==> config.mk <==
export PLATFORM = sky130hd
export DESIGN_NAME = timer_queue_manager_top
export DESIGN_NICKNAME = d
export VERILOG_FILES = /design/src/sv/tqm_pkg.sv /design/src/sv/tqm_ram.sv /design/src/sv/timer_queue_manager_top.sv
export SDC_FILE = /design/constraint.sdc
export NUM_CORES = 2
export LEC_CHECK = 0
export ABC_AREA = 1
export BUFFER_PORTS_ARGS = -buffer_cell sky130_fd_sc_hd__buf_4
export CORE_MARGIN = 2
export CORE_UTILIZATION = 59
export DETAILED_ROUTE_END_ITERATION = 8
export HOLD_SLACK_MARGIN = 0.12
export MAX_ROUTING_LAYER = met4
export PLACE_DENSITY = 0.75
export SETUP_SLACK_MARGIN = 0.2
export SKIP_CTS_REPAIR_TIMING = 1
export SLEW_MARGIN = 30
export SYNTH_ARGS = -nofsm -noshare
export SYNTH_HDL_FRONTEND = slang
export SYNTH_SLANG_ARGS = --single-unit
==> constraint.sdc <==
create_clock -name clk -period 23.9 [get_ports clk]
set_clock_uncertainty 0.05 [all_clocks]
set_input_delay 0 -clock clk [delete_from_list [all_inputs] [get_ports clk]]
set_output_delay 0 -clock clk [all_outputs]
set_load 0.01 [all_outputs]
==> src/sv/tqm_pkg.sv <==
// Types, codes and helpers shared by the timer queue manager files.
package tqm_pkg;

    localparam int TIMER_SLOTS_DEF = 16;
    localparam int MAX_RESULTS     = 16;
    localparam int RIDX_W          = $clog2(MAX_RESULTS);
    localparam int RCNT_W          = RIDX_W + 1;
    localparam int IN_W            = 104;
    localparam int OUT_W           = 104;

    // Operation codes.
    localparam logic [2:0] OP_ADD_ONCE   = 3'd0;
    localparam logic [2:0] OP_ADD_REPEAT = 3'd1;
    localparam logic [2:0] OP_CANCEL     = 3'd2;
    localparam logic [2:0] OP_REFRESH    = 3'd3;
    localparam logic [2:0] OP_TICK       = 3'd4;
    localparam logic [2:0] OP_QUERY      = 3'd5;

    // Status codes.
    localparam logic [1:0] ST_OK        = 2'd0;
    localparam logic [1:0] ST_NOT_FOUND = 2'd1;
    localparam logic [1:0] ST_FULL      = 2'd2;
    localparam logic [1:0] ST_NONE_DUE  = 2'd3;

    // One timer slot as stored in the slot memory.
    typedef struct packed {
        logic        repeat_en;
        logic [31:0] period;
        logic [31:0] deadline;
        logic [63:0] id;
    } slot_t;

    // One expiry report as stored in the result buffer.
    typedef struct packed {
        logic        rearmed;
        logic [63:0] id;
    } report_t;

    // Unsigned add that saturates at all ones.
    function automatic logic [31:0] sat_add(input logic [31:0] a, input logic [31:0] b);
        logic [32:0] s;
        s = {1'b0, a} + {1'b0, b};
        return s[32] ? 32'hFFFF_FFFF : s[31:0];
    endfunction

endpackage

==> src/sv/tqm_ram.sv <==
// Generic single write port, single read port RAM with registered read data.
module tqm_ram #(
    parameter int WIDTH = 8,
    parameter int DEPTH = 16
) (
    input  logic                     clk,
    input  logic                     we,
    input  logic [$clog2(DEPTH)-1:0] waddr,
    input  logic [WIDTH-1:0]         wdata,
    input  logic [$clog2(DEPTH)-1:0] raddr,
    output logic [WIDTH-1:0]         rdata
);

    logic [WIDTH-1:0] mem [DEPTH];

    // Write and registered read.
    always_ff @(posedge clk)
    begin
        if (we)
        begin
            mem[waddr] <= wdata;
        end
        rdata <= mem[raddr];
    end

endmodule

==> src/sv/timer_queue_manager_top.sv <==
// Timer queue manager: slot table scanned by one shared compare unit.
//
//  Channel | Direction | Contents
//  s_axis  | in        | tdata: operation, timer_id, delay_ticks
//  m_axis  | out       | tdata: result fields, tlast: final result of an operation
//
// Each pass reads the slot memory at one slot a cycle, over all TIMER_SLOTS slots.
// Add, cancel, refresh and query run a lookup pass and an earliest-deadline pass, then give
// one result and return to idle; unused codes skip the lookup and run only the second pass.
// A tick runs one pick pass per expired timer until a pass finds nothing due or MAX_RESULTS
// are reported, then an earliest-deadline pass. Receiver stalls lengthen result transfers.
// The input is not ready from acceptance until the last result transfer completes.
// Reset clears the time counter and all slot valid bits at once; no clearing pass is needed.
module timer_queue_manager_top #(
    parameter int TIMER_SLOTS = tqm_pkg::TIMER_SLOTS_DEF
) (
    input  logic                     clk,
    input  logic                     rst_n,
    input  logic                     s_axis_tvalid,
    output logic                     s_axis_tready,
    // operation[2:0], timer_id[66:3], delay_ticks[98:67], zero fill
    input  logic [tqm_pkg::IN_W-1:0] s_axis_tdata,
    output logic                     m_axis_tvalid,
    input  logic                     m_axis_tready,
    // expired_id[63:0], rearmed[64], found[65], status[67:66],
    // next_deadline[99:68], deadline_valid[100], zero fill
    output logic [tqm_pkg::OUT_W-1:0] m_axis_tdata,
    output logic                      m_axis_tlast
);

    import tqm_pkg::*;

    localparam int IDX_W = $clog2(TIMER_SLOTS);
    localparam int CNT_W = IDX_W + 1;

    typedef enum logic [2:0] {S_IDLE, S_SCAN, S_RD, S_LD, S_OUT} state_t;
    typedef enum logic [1:0] {M_FIND, M_PICK, M_EARLY} mode_t;

    state_t                 state_reg;
    mode_t                  mode_reg;
    logic [2:0]             op_reg;
    logic [63:0]            id_reg;
    logic [31:0]            delay_reg;
    logic [31:0]            time_reg;
    logic [TIMER_SLOTS-1:0] valid_reg;
    logic [TIMER_SLOTS-1:0] chosen_reg;
    logic [CNT_W-1:0]       cnt_reg;
    logic                   pipe_vld_reg;
    logic [IDX_W-1:0]       pipe_idx_reg;
    logic                   hit_reg;
    logic [IDX_W-1:0]       hit_idx_reg;
    slot_t                  hit_slot_reg;
    logic                   best_any_reg;
    logic [IDX_W-1:0]       best_idx_reg;
    slot_t                  best_slot_reg;
    logic [RCNT_W-1:0]      n_reg;
    logic [RCNT_W-1:0]      k_reg;
    logic                   res_found_reg;
    logic [1:0]             res_status_reg;
    logic [63:0]            out_id_reg;
    logic                   out_rearm_reg;
    logic                   out_found_reg;
    logic [1:0]             out_status_reg;
    logic                   out_last_reg;
    logic [31:0]            nd_reg;
    logic                   dv_reg;

    logic                   ram_we;
    logic [IDX_W-1:0]       ram_waddr;
    slot_t                  ram_wdata;
    slot_t                  ram_rdata;
    logic                   buf_we;
    report_t                buf_wdata;
    report_t                buf_rdata;
    logic                   in_fire;
    logic                   scan_done;
    logic                   free_any;
    logic [IDX_W-1:0]       free_idx;
    logic                   cand;
    logic                   better;

    // Slot memory and result buffer.
    tqm_ram #(.WIDTH($bits(slot_t)), .DEPTH(TIMER_SLOTS)) u_slot_ram (
        .clk   (clk),
        .we    (ram_we),
        .waddr (ram_waddr),
        .wdata (ram_wdata),
        .raddr (cnt_reg[IDX_W-1:0]),
        .rdata (ram_rdata)
    );

    tqm_ram #(.WIDTH($bits(report_t)), .DEPTH(MAX_RESULTS)) u_report_ram (
        .clk   (clk),
        .we    (buf_we),
        .waddr (n_reg[RIDX_W-1:0]),
        .wdata (buf_wdata),
        .raddr (k_reg[RIDX_W-1:0]),
        .rdata (buf_rdata)
    );

    // Handshake and scan status.
    assign in_fire       = s_axis_tvalid && s_axis_tready;
    assign s_axis_tready = (state_reg == S_IDLE);
    assign m_axis_tvalid = (state_reg == S_OUT);
    assign scan_done     = (state_reg == S_SCAN) && (cnt_reg == CNT_W'(TIMER_SLOTS))
                           && !pipe_vld_reg;

    // Lowest free slot.
    always_comb
    begin
        free_any = 1'b0;
        free_idx = '0;
        for (int i = TIMER_SLOTS - 1; i >= 0; i--)
        begin
            if (!valid_reg[i])
            begin
                free_any = 1'b1;
                free_idx = IDX_W'(i);
            end
        end
    end

    // Shared compare unit applied to the slot read back in this cycle.
    always_comb
    begin
        cand   = 1'b0;
        better = 1'b0;
        case (mode_reg)
            M_PICK:
            begin
                cand   = valid_reg[pipe_idx_reg] && !chosen_reg[pipe_idx_reg]
                         && (ram_rdata.deadline <= time_reg);
                better = !best_any_reg || (ram_rdata.deadline < best_slot_reg.deadline)
                         || ((ram_rdata.deadline == best_slot_reg.deadline)
                             && (ram_rdata.id < best_slot_reg.id));
            end
            M_EARLY:
            begin
                cand   = valid_reg[pipe_idx_reg];
                better = !best_any_reg || (ram_rdata.deadline < best_slot_reg.deadline);
            end
            default:
            begin
                cand   = valid_reg[pipe_idx_reg] && (ram_rdata.id == id_reg);
                better = !hit_reg;
            end
        endcase
    end

    // Slot and report writes made at the end of a pass.
    always_comb
    begin
        ram_we    = 1'b0;
        ram_waddr = '0;
        ram_wdata = best_slot_reg;
        buf_we    = 1'b0;
        buf_wdata = '{rearmed: best_slot_reg.repeat_en, id: best_slot_reg.id};
        if (scan_done && (mode_reg == M_FIND))
        begin
            case (op_reg)
                OP_ADD_ONCE, OP_ADD_REPEAT:
                begin
                    ram_we    = hit_reg || free_any;
                    ram_waddr = hit_reg ? hit_idx_reg : free_idx;
                    ram_wdata = '{repeat_en: (op_reg == OP_ADD_REPEAT), period: delay_reg,
                                  deadline: sat_add(time_reg, delay_reg), id: id_reg};
                end
                OP_REFRESH:
                begin
                    ram_we    = hit_reg;
                    ram_waddr = hit_idx_reg;
                    ram_wdata = hit_slot_reg;
                    ram_wdata.deadline = sat_add(time_reg, hit_slot_reg.period);
                end
                default:
                begin
                    ram_we = 1'b0;
                end
            endcase
        end
        else if (scan_done && (mode_reg == M_PICK) && best_any_reg)
        begin
            buf_we             = 1'b1;
            ram_we             = best_slot_reg.repeat_en;
            ram_waddr          = best_idx_reg;
            ram_wdata.deadline = sat_add(time_reg, best_slot_reg.period);
        end
    end

    // Sequencer, scan registers and result registers.
    always_ff @(posedge clk or negedge rst_n)
    begin
        if (!rst_n)
        begin
            state_reg      <= S_IDLE;
            mode_reg       <= M_FIND;
            time_reg       <= '0;
            valid_reg      <= '0;
            chosen_reg     <= '0;
            cnt_reg        <= '0;
            pipe_vld_reg   <= 1'b0;
            hit_reg        <= 1'b0;
            best_any_reg   <= 1'b0;
            n_reg          <= '0;
            k_reg          <= '0;
            res_found_reg  <= 1'b0;
            res_status_reg <= ST_OK;
            out_last_reg   <= 1'b0;
            op_reg         <= '0;
        end
        else
        begin
            // Address issue and compare pipeline of a pass.
            if (state_reg == S_SCAN)
            begin
                if (cnt_reg != CNT_W'(TIMER_SLOTS))
                begin
                    pipe_vld_reg <= 1'b1;
                    pipe_idx_reg <= cnt_reg[IDX_W-1:0];
                    cnt_reg      <= cnt_reg + CNT_W'(1);
                end
                else
                begin
                    pipe_vld_reg <= 1'b0;
                end
                if (pipe_vld_reg && cand && better)
                begin
                    if (mode_reg == M_FIND)
                    begin
                        hit_reg      <= 1'b1;
                        hit_idx_reg  <= pipe_idx_reg;
                        hit_slot_reg <= ram_rdata;
                    end
                    else
                    begin
                        best_any_reg  <= 1'b1;
                        best_idx_reg  <= pipe_idx_reg;
                        best_slot_reg <= ram_rdata;
                    end
                end
            end

            case (state_reg)
                S_IDLE:
                begin
                    if (in_fire)
                    begin
                        op_reg         <= s_axis_tdata[2:0];
                        id_reg         <= s_axis_tdata[66:3];
                        delay_reg      <= s_axis_tdata[98:67];
                        res_found_reg  <= 1'b0;
                        res_status_reg <= (s_axis_tdata[2:0] == OP_TICK) ? ST_NONE_DUE : ST_OK;
                        n_reg          <= '0;
                        chosen_reg     <= '0;
                        cnt_reg        <= '0;
                        hit_reg        <= 1'b0;
                        best_any_reg   <= 1'b0;
                        state_reg      <= S_SCAN;
                        case (s_axis_tdata[2:0])
                            OP_TICK:
                            begin
                                time_reg <= time_reg + 32'd1;
                                mode_reg <= M_PICK;
                            end
                            OP_ADD_ONCE, OP_ADD_REPEAT, OP_CANCEL, OP_REFRESH, OP_QUERY:
                            begin
                                mode_reg <= M_FIND;
                            end
                            default:
                            begin
                                mode_reg <= M_EARLY;
                            end
                        endcase
                    end
                end
                S_SCAN:
                begin
                    if (scan_done)
                    begin
                        cnt_reg      <= '0;
                        best_any_reg <= 1'b0;
                        case (mode_reg)
                            M_FIND:
                            begin
                                mode_reg <= M_EARLY;
                                case (op_reg)
                                    OP_ADD_ONCE, OP_ADD_REPEAT:
                                    begin
                                        if (hit_reg)
                                        begin
                                            valid_reg[hit_idx_reg] <= 1'b1;
                                        end
                                        else if (free_any)
                                        begin
                                            valid_reg[free_idx] <= 1'b1;
                                        end
                                        else
                                        begin
                                            res_status_reg <= ST_FULL;
                                        end
                                    end
                                    default:
                                    begin
                                        res_found_reg  <= hit_reg;
                                        res_status_reg <= hit_reg ? ST_OK : ST_NOT_FOUND;
                                        if (hit_reg && (op_reg == OP_CANCEL))
                                        begin
                                            valid_reg[hit_idx_reg] <= 1'b0;
                                        end
                                    end
                                endcase
                            end
                            M_PICK:
                            begin
                                if (best_any_reg)
                                begin
                                    chosen_reg[best_idx_reg] <= 1'b1;
                                    if (!best_slot_reg.repeat_en)
                                    begin
                                        valid_reg[best_idx_reg] <= 1'b0;
                                    end
                                    n_reg <= n_reg + RCNT_W'(1);
                                    if (n_reg + RCNT_W'(1) == RCNT_W'(MAX_RESULTS))
                                    begin
                                        mode_reg <= M_EARLY;
                                    end
                                end
                                else
                                begin
                                    mode_reg <= M_EARLY;
                                end
                            end
                            default:
                            begin
                                nd_reg <= best_any_reg ? best_slot_reg.deadline : 32'd0;
                                dv_reg <= best_any_reg;
                                k_reg  <= '0;
                                if ((op_reg == OP_TICK) && (n_reg != '0))
                                begin
                                    state_reg <= S_RD;
                                end
                                else
                                begin
                                    out_id_reg     <= '0;
                                    out_rearm_reg  <= 1'b0;
                                    out_found_reg  <= res_found_reg;
                                    out_status_reg <= res_status_reg;
                                    out_last_reg   <= 1'b1;
                                    state_reg      <= S_OUT;
                                end
                            end
                        endcase
                    end
                end
                S_RD:
                begin
                    state_reg <= S_LD;
                end
                S_LD:
                begin
                    out_id_reg     <= buf_rdata.id;
                    out_rearm_reg  <= buf_rdata.rearmed;
                    out_found_reg  <= 1'b0;
                    out_status_reg <= ST_OK;
                    out_last_reg   <= (k_reg + RCNT_W'(1)) == n_reg;
                    state_reg      <= S_OUT;
                end
                S_OUT:
                begin
                    if (m_axis_tready)
                    begin
                        if (out_last_reg)
                        begin
                            state_reg <= S_IDLE;
                        end
                        else
                        begin
                            k_reg     <= k_reg + RCNT_W'(1);
                            state_reg <= S_RD;
                        end
                    end
                end
                default:
                begin
                    state_reg <= S_IDLE;
                end
            endcase
        end
    end

    // Result transfer payload.
    assign m_axis_tdata = {3'b000, dv_reg, nd_reg, out_status_reg, out_found_reg,
                           out_rearm_reg, out_id_reg};
    assign m_axis_tlast = out_last_reg;

endmodule

==> results.toml <==
[pwr]
power_density_nw_per_um2 = 98.7
internal_power_uw = 12000
p_leak_uw = 0.0613
clockPowerShare_pct = 34.4
peakVddDrop_mv = 0.170
netSwitchingPower_uw = 5300
combPwrFrac_pct = 19.7
pwr-share-seq_pct = 45.9
power.share.switching_pct = 30.7

[logic_synthesis]
async_reset_ff_share_pct = 2.46
synth_top_cells_by_area = "edfxtp_1, o21ai_0, nand2_1, nor2_1, dfxtp_1"
ys_top_cells_by_count = "edfxtp_1, o21ai_0, nand2_1, nor2_1, clkbuf_1"
yosys.area.top_type_share_pct = 68.6
netlist_instances = 12400
synth.most_common_cell = "edfxtp_1"
synth-main-ff-cell = "edfxtp_1"
synth.area.mux_share_pct = 0
synth_top_family_by_area = "compound AO/OA/AOI/OAI gates"
synth.avg_cell_area_um2 = 12.5
synth-edff-count = 3539
synth-xor-area-share_pct = 0.769
seq_area_frac_synth_pct = 72.6
synth_warnings = 0
ys_types = 62
synthAdderAreaFrac_pct = 1.93
synth.largest_area_cell = "edfxtp_1"
ys_ff_latch = 3827
synth_area_um2 = 155000
synthSimpleGateAreaFrac_pct = 9.67
synth_compound_area_share_pct = 11.9

[critical_path]
slowest_delay_ps = 840
crit_cells = 18
crit_slowest_cell = "buf_4"
reg2reg_depth = 18
cp.buffers_inverters = 7
critPathKind = "reg2reg"
cpLargestDelayFamily = "buffers and inverters"
cpMostUsedCell = "buf_4"
crit_chain = "inv_8, ha_1, nand4_1, nor2_1, nand2_2, nor2_4, buf_4, inv_2, nor2_4, inv_2, nor3_1, a21oi_1, nor2b_1, nand2_1, nor2_4, buf_4, buf_4, buf_4"
cp-end-kind = "flop"
worstPathArrival_ps = 8690
cp-start-kind = "flop"
crit_fanout = 167
cp.required_ps = 24380

[timing]
finalSetupViolations = 0
setup-tns-final_ps = 0
drv_slew = 0
rsz0062_at_grt = "no"
clock.fmax_ghz = 0.122
maxSlewHeadroom_pct = 28.2
fin_crit_sh_pct = 34.3
tightest_slew_ps = 1080
hold_viol_final = 0
timing.final.crit_period_ps = 8210

[detailed_routing]
first_pass_iters = 8
vias = 107000
wl_met1_um = 168000
routedWlPerCell_um = 27.4
viasPerCell = 6.45
drt-total-wl_um = 452000
final_antenna_net_count = 0
drc = 0
wl_met2_um = 216000
route.met3.wl_um = 49700
top_layer_used = "met4"
drtIter0Drc = 15700

[placement]
place_inst = 15600
place.gp.congestion = 0.955
hpwlAfterDp_um = 256000
port_buffers = 206

[clock_network]
tritoncts = "built"
cts_root_buf = "clkbuf_16"
cts-htree-levels = 5
cts-buffers-inserted = 374
worstSkewPairLatency_ps = 980
path_clk_slew_ps = 60
clock_path_buffers = 4
clock-sinks = 3827

[floorplan]
start_util_pct = 59.2
die-area_um2 = 267000
die_w_um = 516
core-area_um2 = 262000
die_h_um = 516
rows = 188
io_pins = 215

[grt]
grt_max_degree = 215
grt_use_total_pct = 34.1
overflow = 0
antenna_found_initial = 20
first_global_vias = 102000
grt_pass1_wl_um = 653000

[hold_path]
worstHoldPathCells = 7
hp-class = "in2reg"

[cells_and_area]
largest-register = "u_slot_ram.mem"
largest_reg_flops = 2064
fill_cells = 17800
nets = 13000
final_cells = 16500
reg_top3 = "u_slot_ram.mem (2064), u_report_ram.mem (1040)"
drive_gt1_share_pct = 8.60
syn_to_final_growth_pct = 13.1

[run]
cap_violations = 0

[outcome]
status = "complete, no violations"
-- power by group through the flow --
| stage | Sequential [uW] | Combinational, uW | Clock [uW] |
|---|---|---|---|
| floorplan | 7870 | 2260 | 0 |
| global placement | 8050 | 3140 | 0 |
| detailed placement | 8060 | 3260 | 0 |
| CTS | 7920 | 3300 | 5970 |
| global route | 7940 | 3710 | 6220 |
| finish | 7930 | 3400 | 5950 |
-- per-stage QoR --
step / utilization (%) / instance area (um2) / worst slack [ps] / hold WS (ps) / total power, uW
after floorplan: - / 155000 / 15060 / -346 / 10100
after global placement: 61.3 / 160000 / 15930 / 128 / 11200
after detailed placement: 61.3 / 161000 / 15800 / 129 / 11300
after CTS: 66.1 / 173000 / 15770 / -898 / 17200
after global routing: 66.9 / 175000 / 15320 / 155 / 17900
final: 66.9 / 175000 / 15690 / 135 / 17300
-- cells in the final DEF (no fill, tap or decap), types with 155 or more instances in the layout --
cell type,synthesis,layout
clkbuf_16,0,379
buf_4,7,418
dfxtp_1,194,194
inv_1,539,536
ha_1,234,233
nand3_1,350,349
nor2_1,1479,1441
a221oi_1,155,155
o22ai_1,482,482
nand2_1,1572,1570
a21oi_1,623,623
o21ai_0,1589,1578
edfxtp_1,3539,3539
dlygate4sd3_1,0,206
-- worst min-delay path, stage by stage --
cell	delay [ps]
dlygate4sd3_1	520
buf_4	150
nor3_1	60
inv_1	80
nor2_1	60
inv_1	90
o21ai_0	80
-- final cells by class --
class / instances / area [um2] / area share (%)
flip-flops and latches: 3827 / 113000 / 64.2
clock inverters: 191 / 2160 / 1.23
well taps: 3515 / 4400 / 2.51
multi-input cells: 7256 / 37900 / 21.7
diodes: 14 / 35.0 / 0.0200
repair buffers: 651 / 5700 / 3.25
inverters: 560 / 2150 / 1.23
clock buffers: 509 / 10300 / 5.85
-- routing by layer --
layer  global-route usage, %  up-vias
li1                        -    46000
met1                    44.4    52400
met3                    5.67     1128
met5                       -        -
met2                    53.5     7013
met4                    14.0        0
-- path summary, 6_finish.rpt --
check / start / endpoint / slack [ps]
min in group asynchronous: rst_n / time_reg[4]$_DFFE_PN0P_ / 440
max in group asynchronous: rst_n / k_reg[2]$_DFFE_PN0P_ / 22250
worst min register to register: u_slot_ram.rdata[100]$_DFF_P_ / hit_slot_reg[100]$_DFFE_PP_ / 400
worst max register to register: cnt_reg[0]$_DFF_PN0_ / u_slot_ram.mem[2][48]$_DFFE_PP_ / 15690
worst max-delay path: cnt_reg[0]$_DFF_PN0_ / u_slot_ram.mem[2][48]$_DFFE_PP_ / 15690
worst min-delay path: s_axis_tdata[0] / mode_reg[0]$_DFFE_PN0P_ / 130
-- cells by family (layout without fill, tap and decap cells) --
family	Yosys count	count (layout)
AO/OA/AOI/OAI	3204	3204
AND/OR/NAND/NOR	3676	3676
adder cells (fa/ha/maj)	237	237
flip-flops	3827	3827
other	1	17
XOR/XNOR	136	136
buffers and inverters	1280	1911
(Power assumes the default switching activity.)
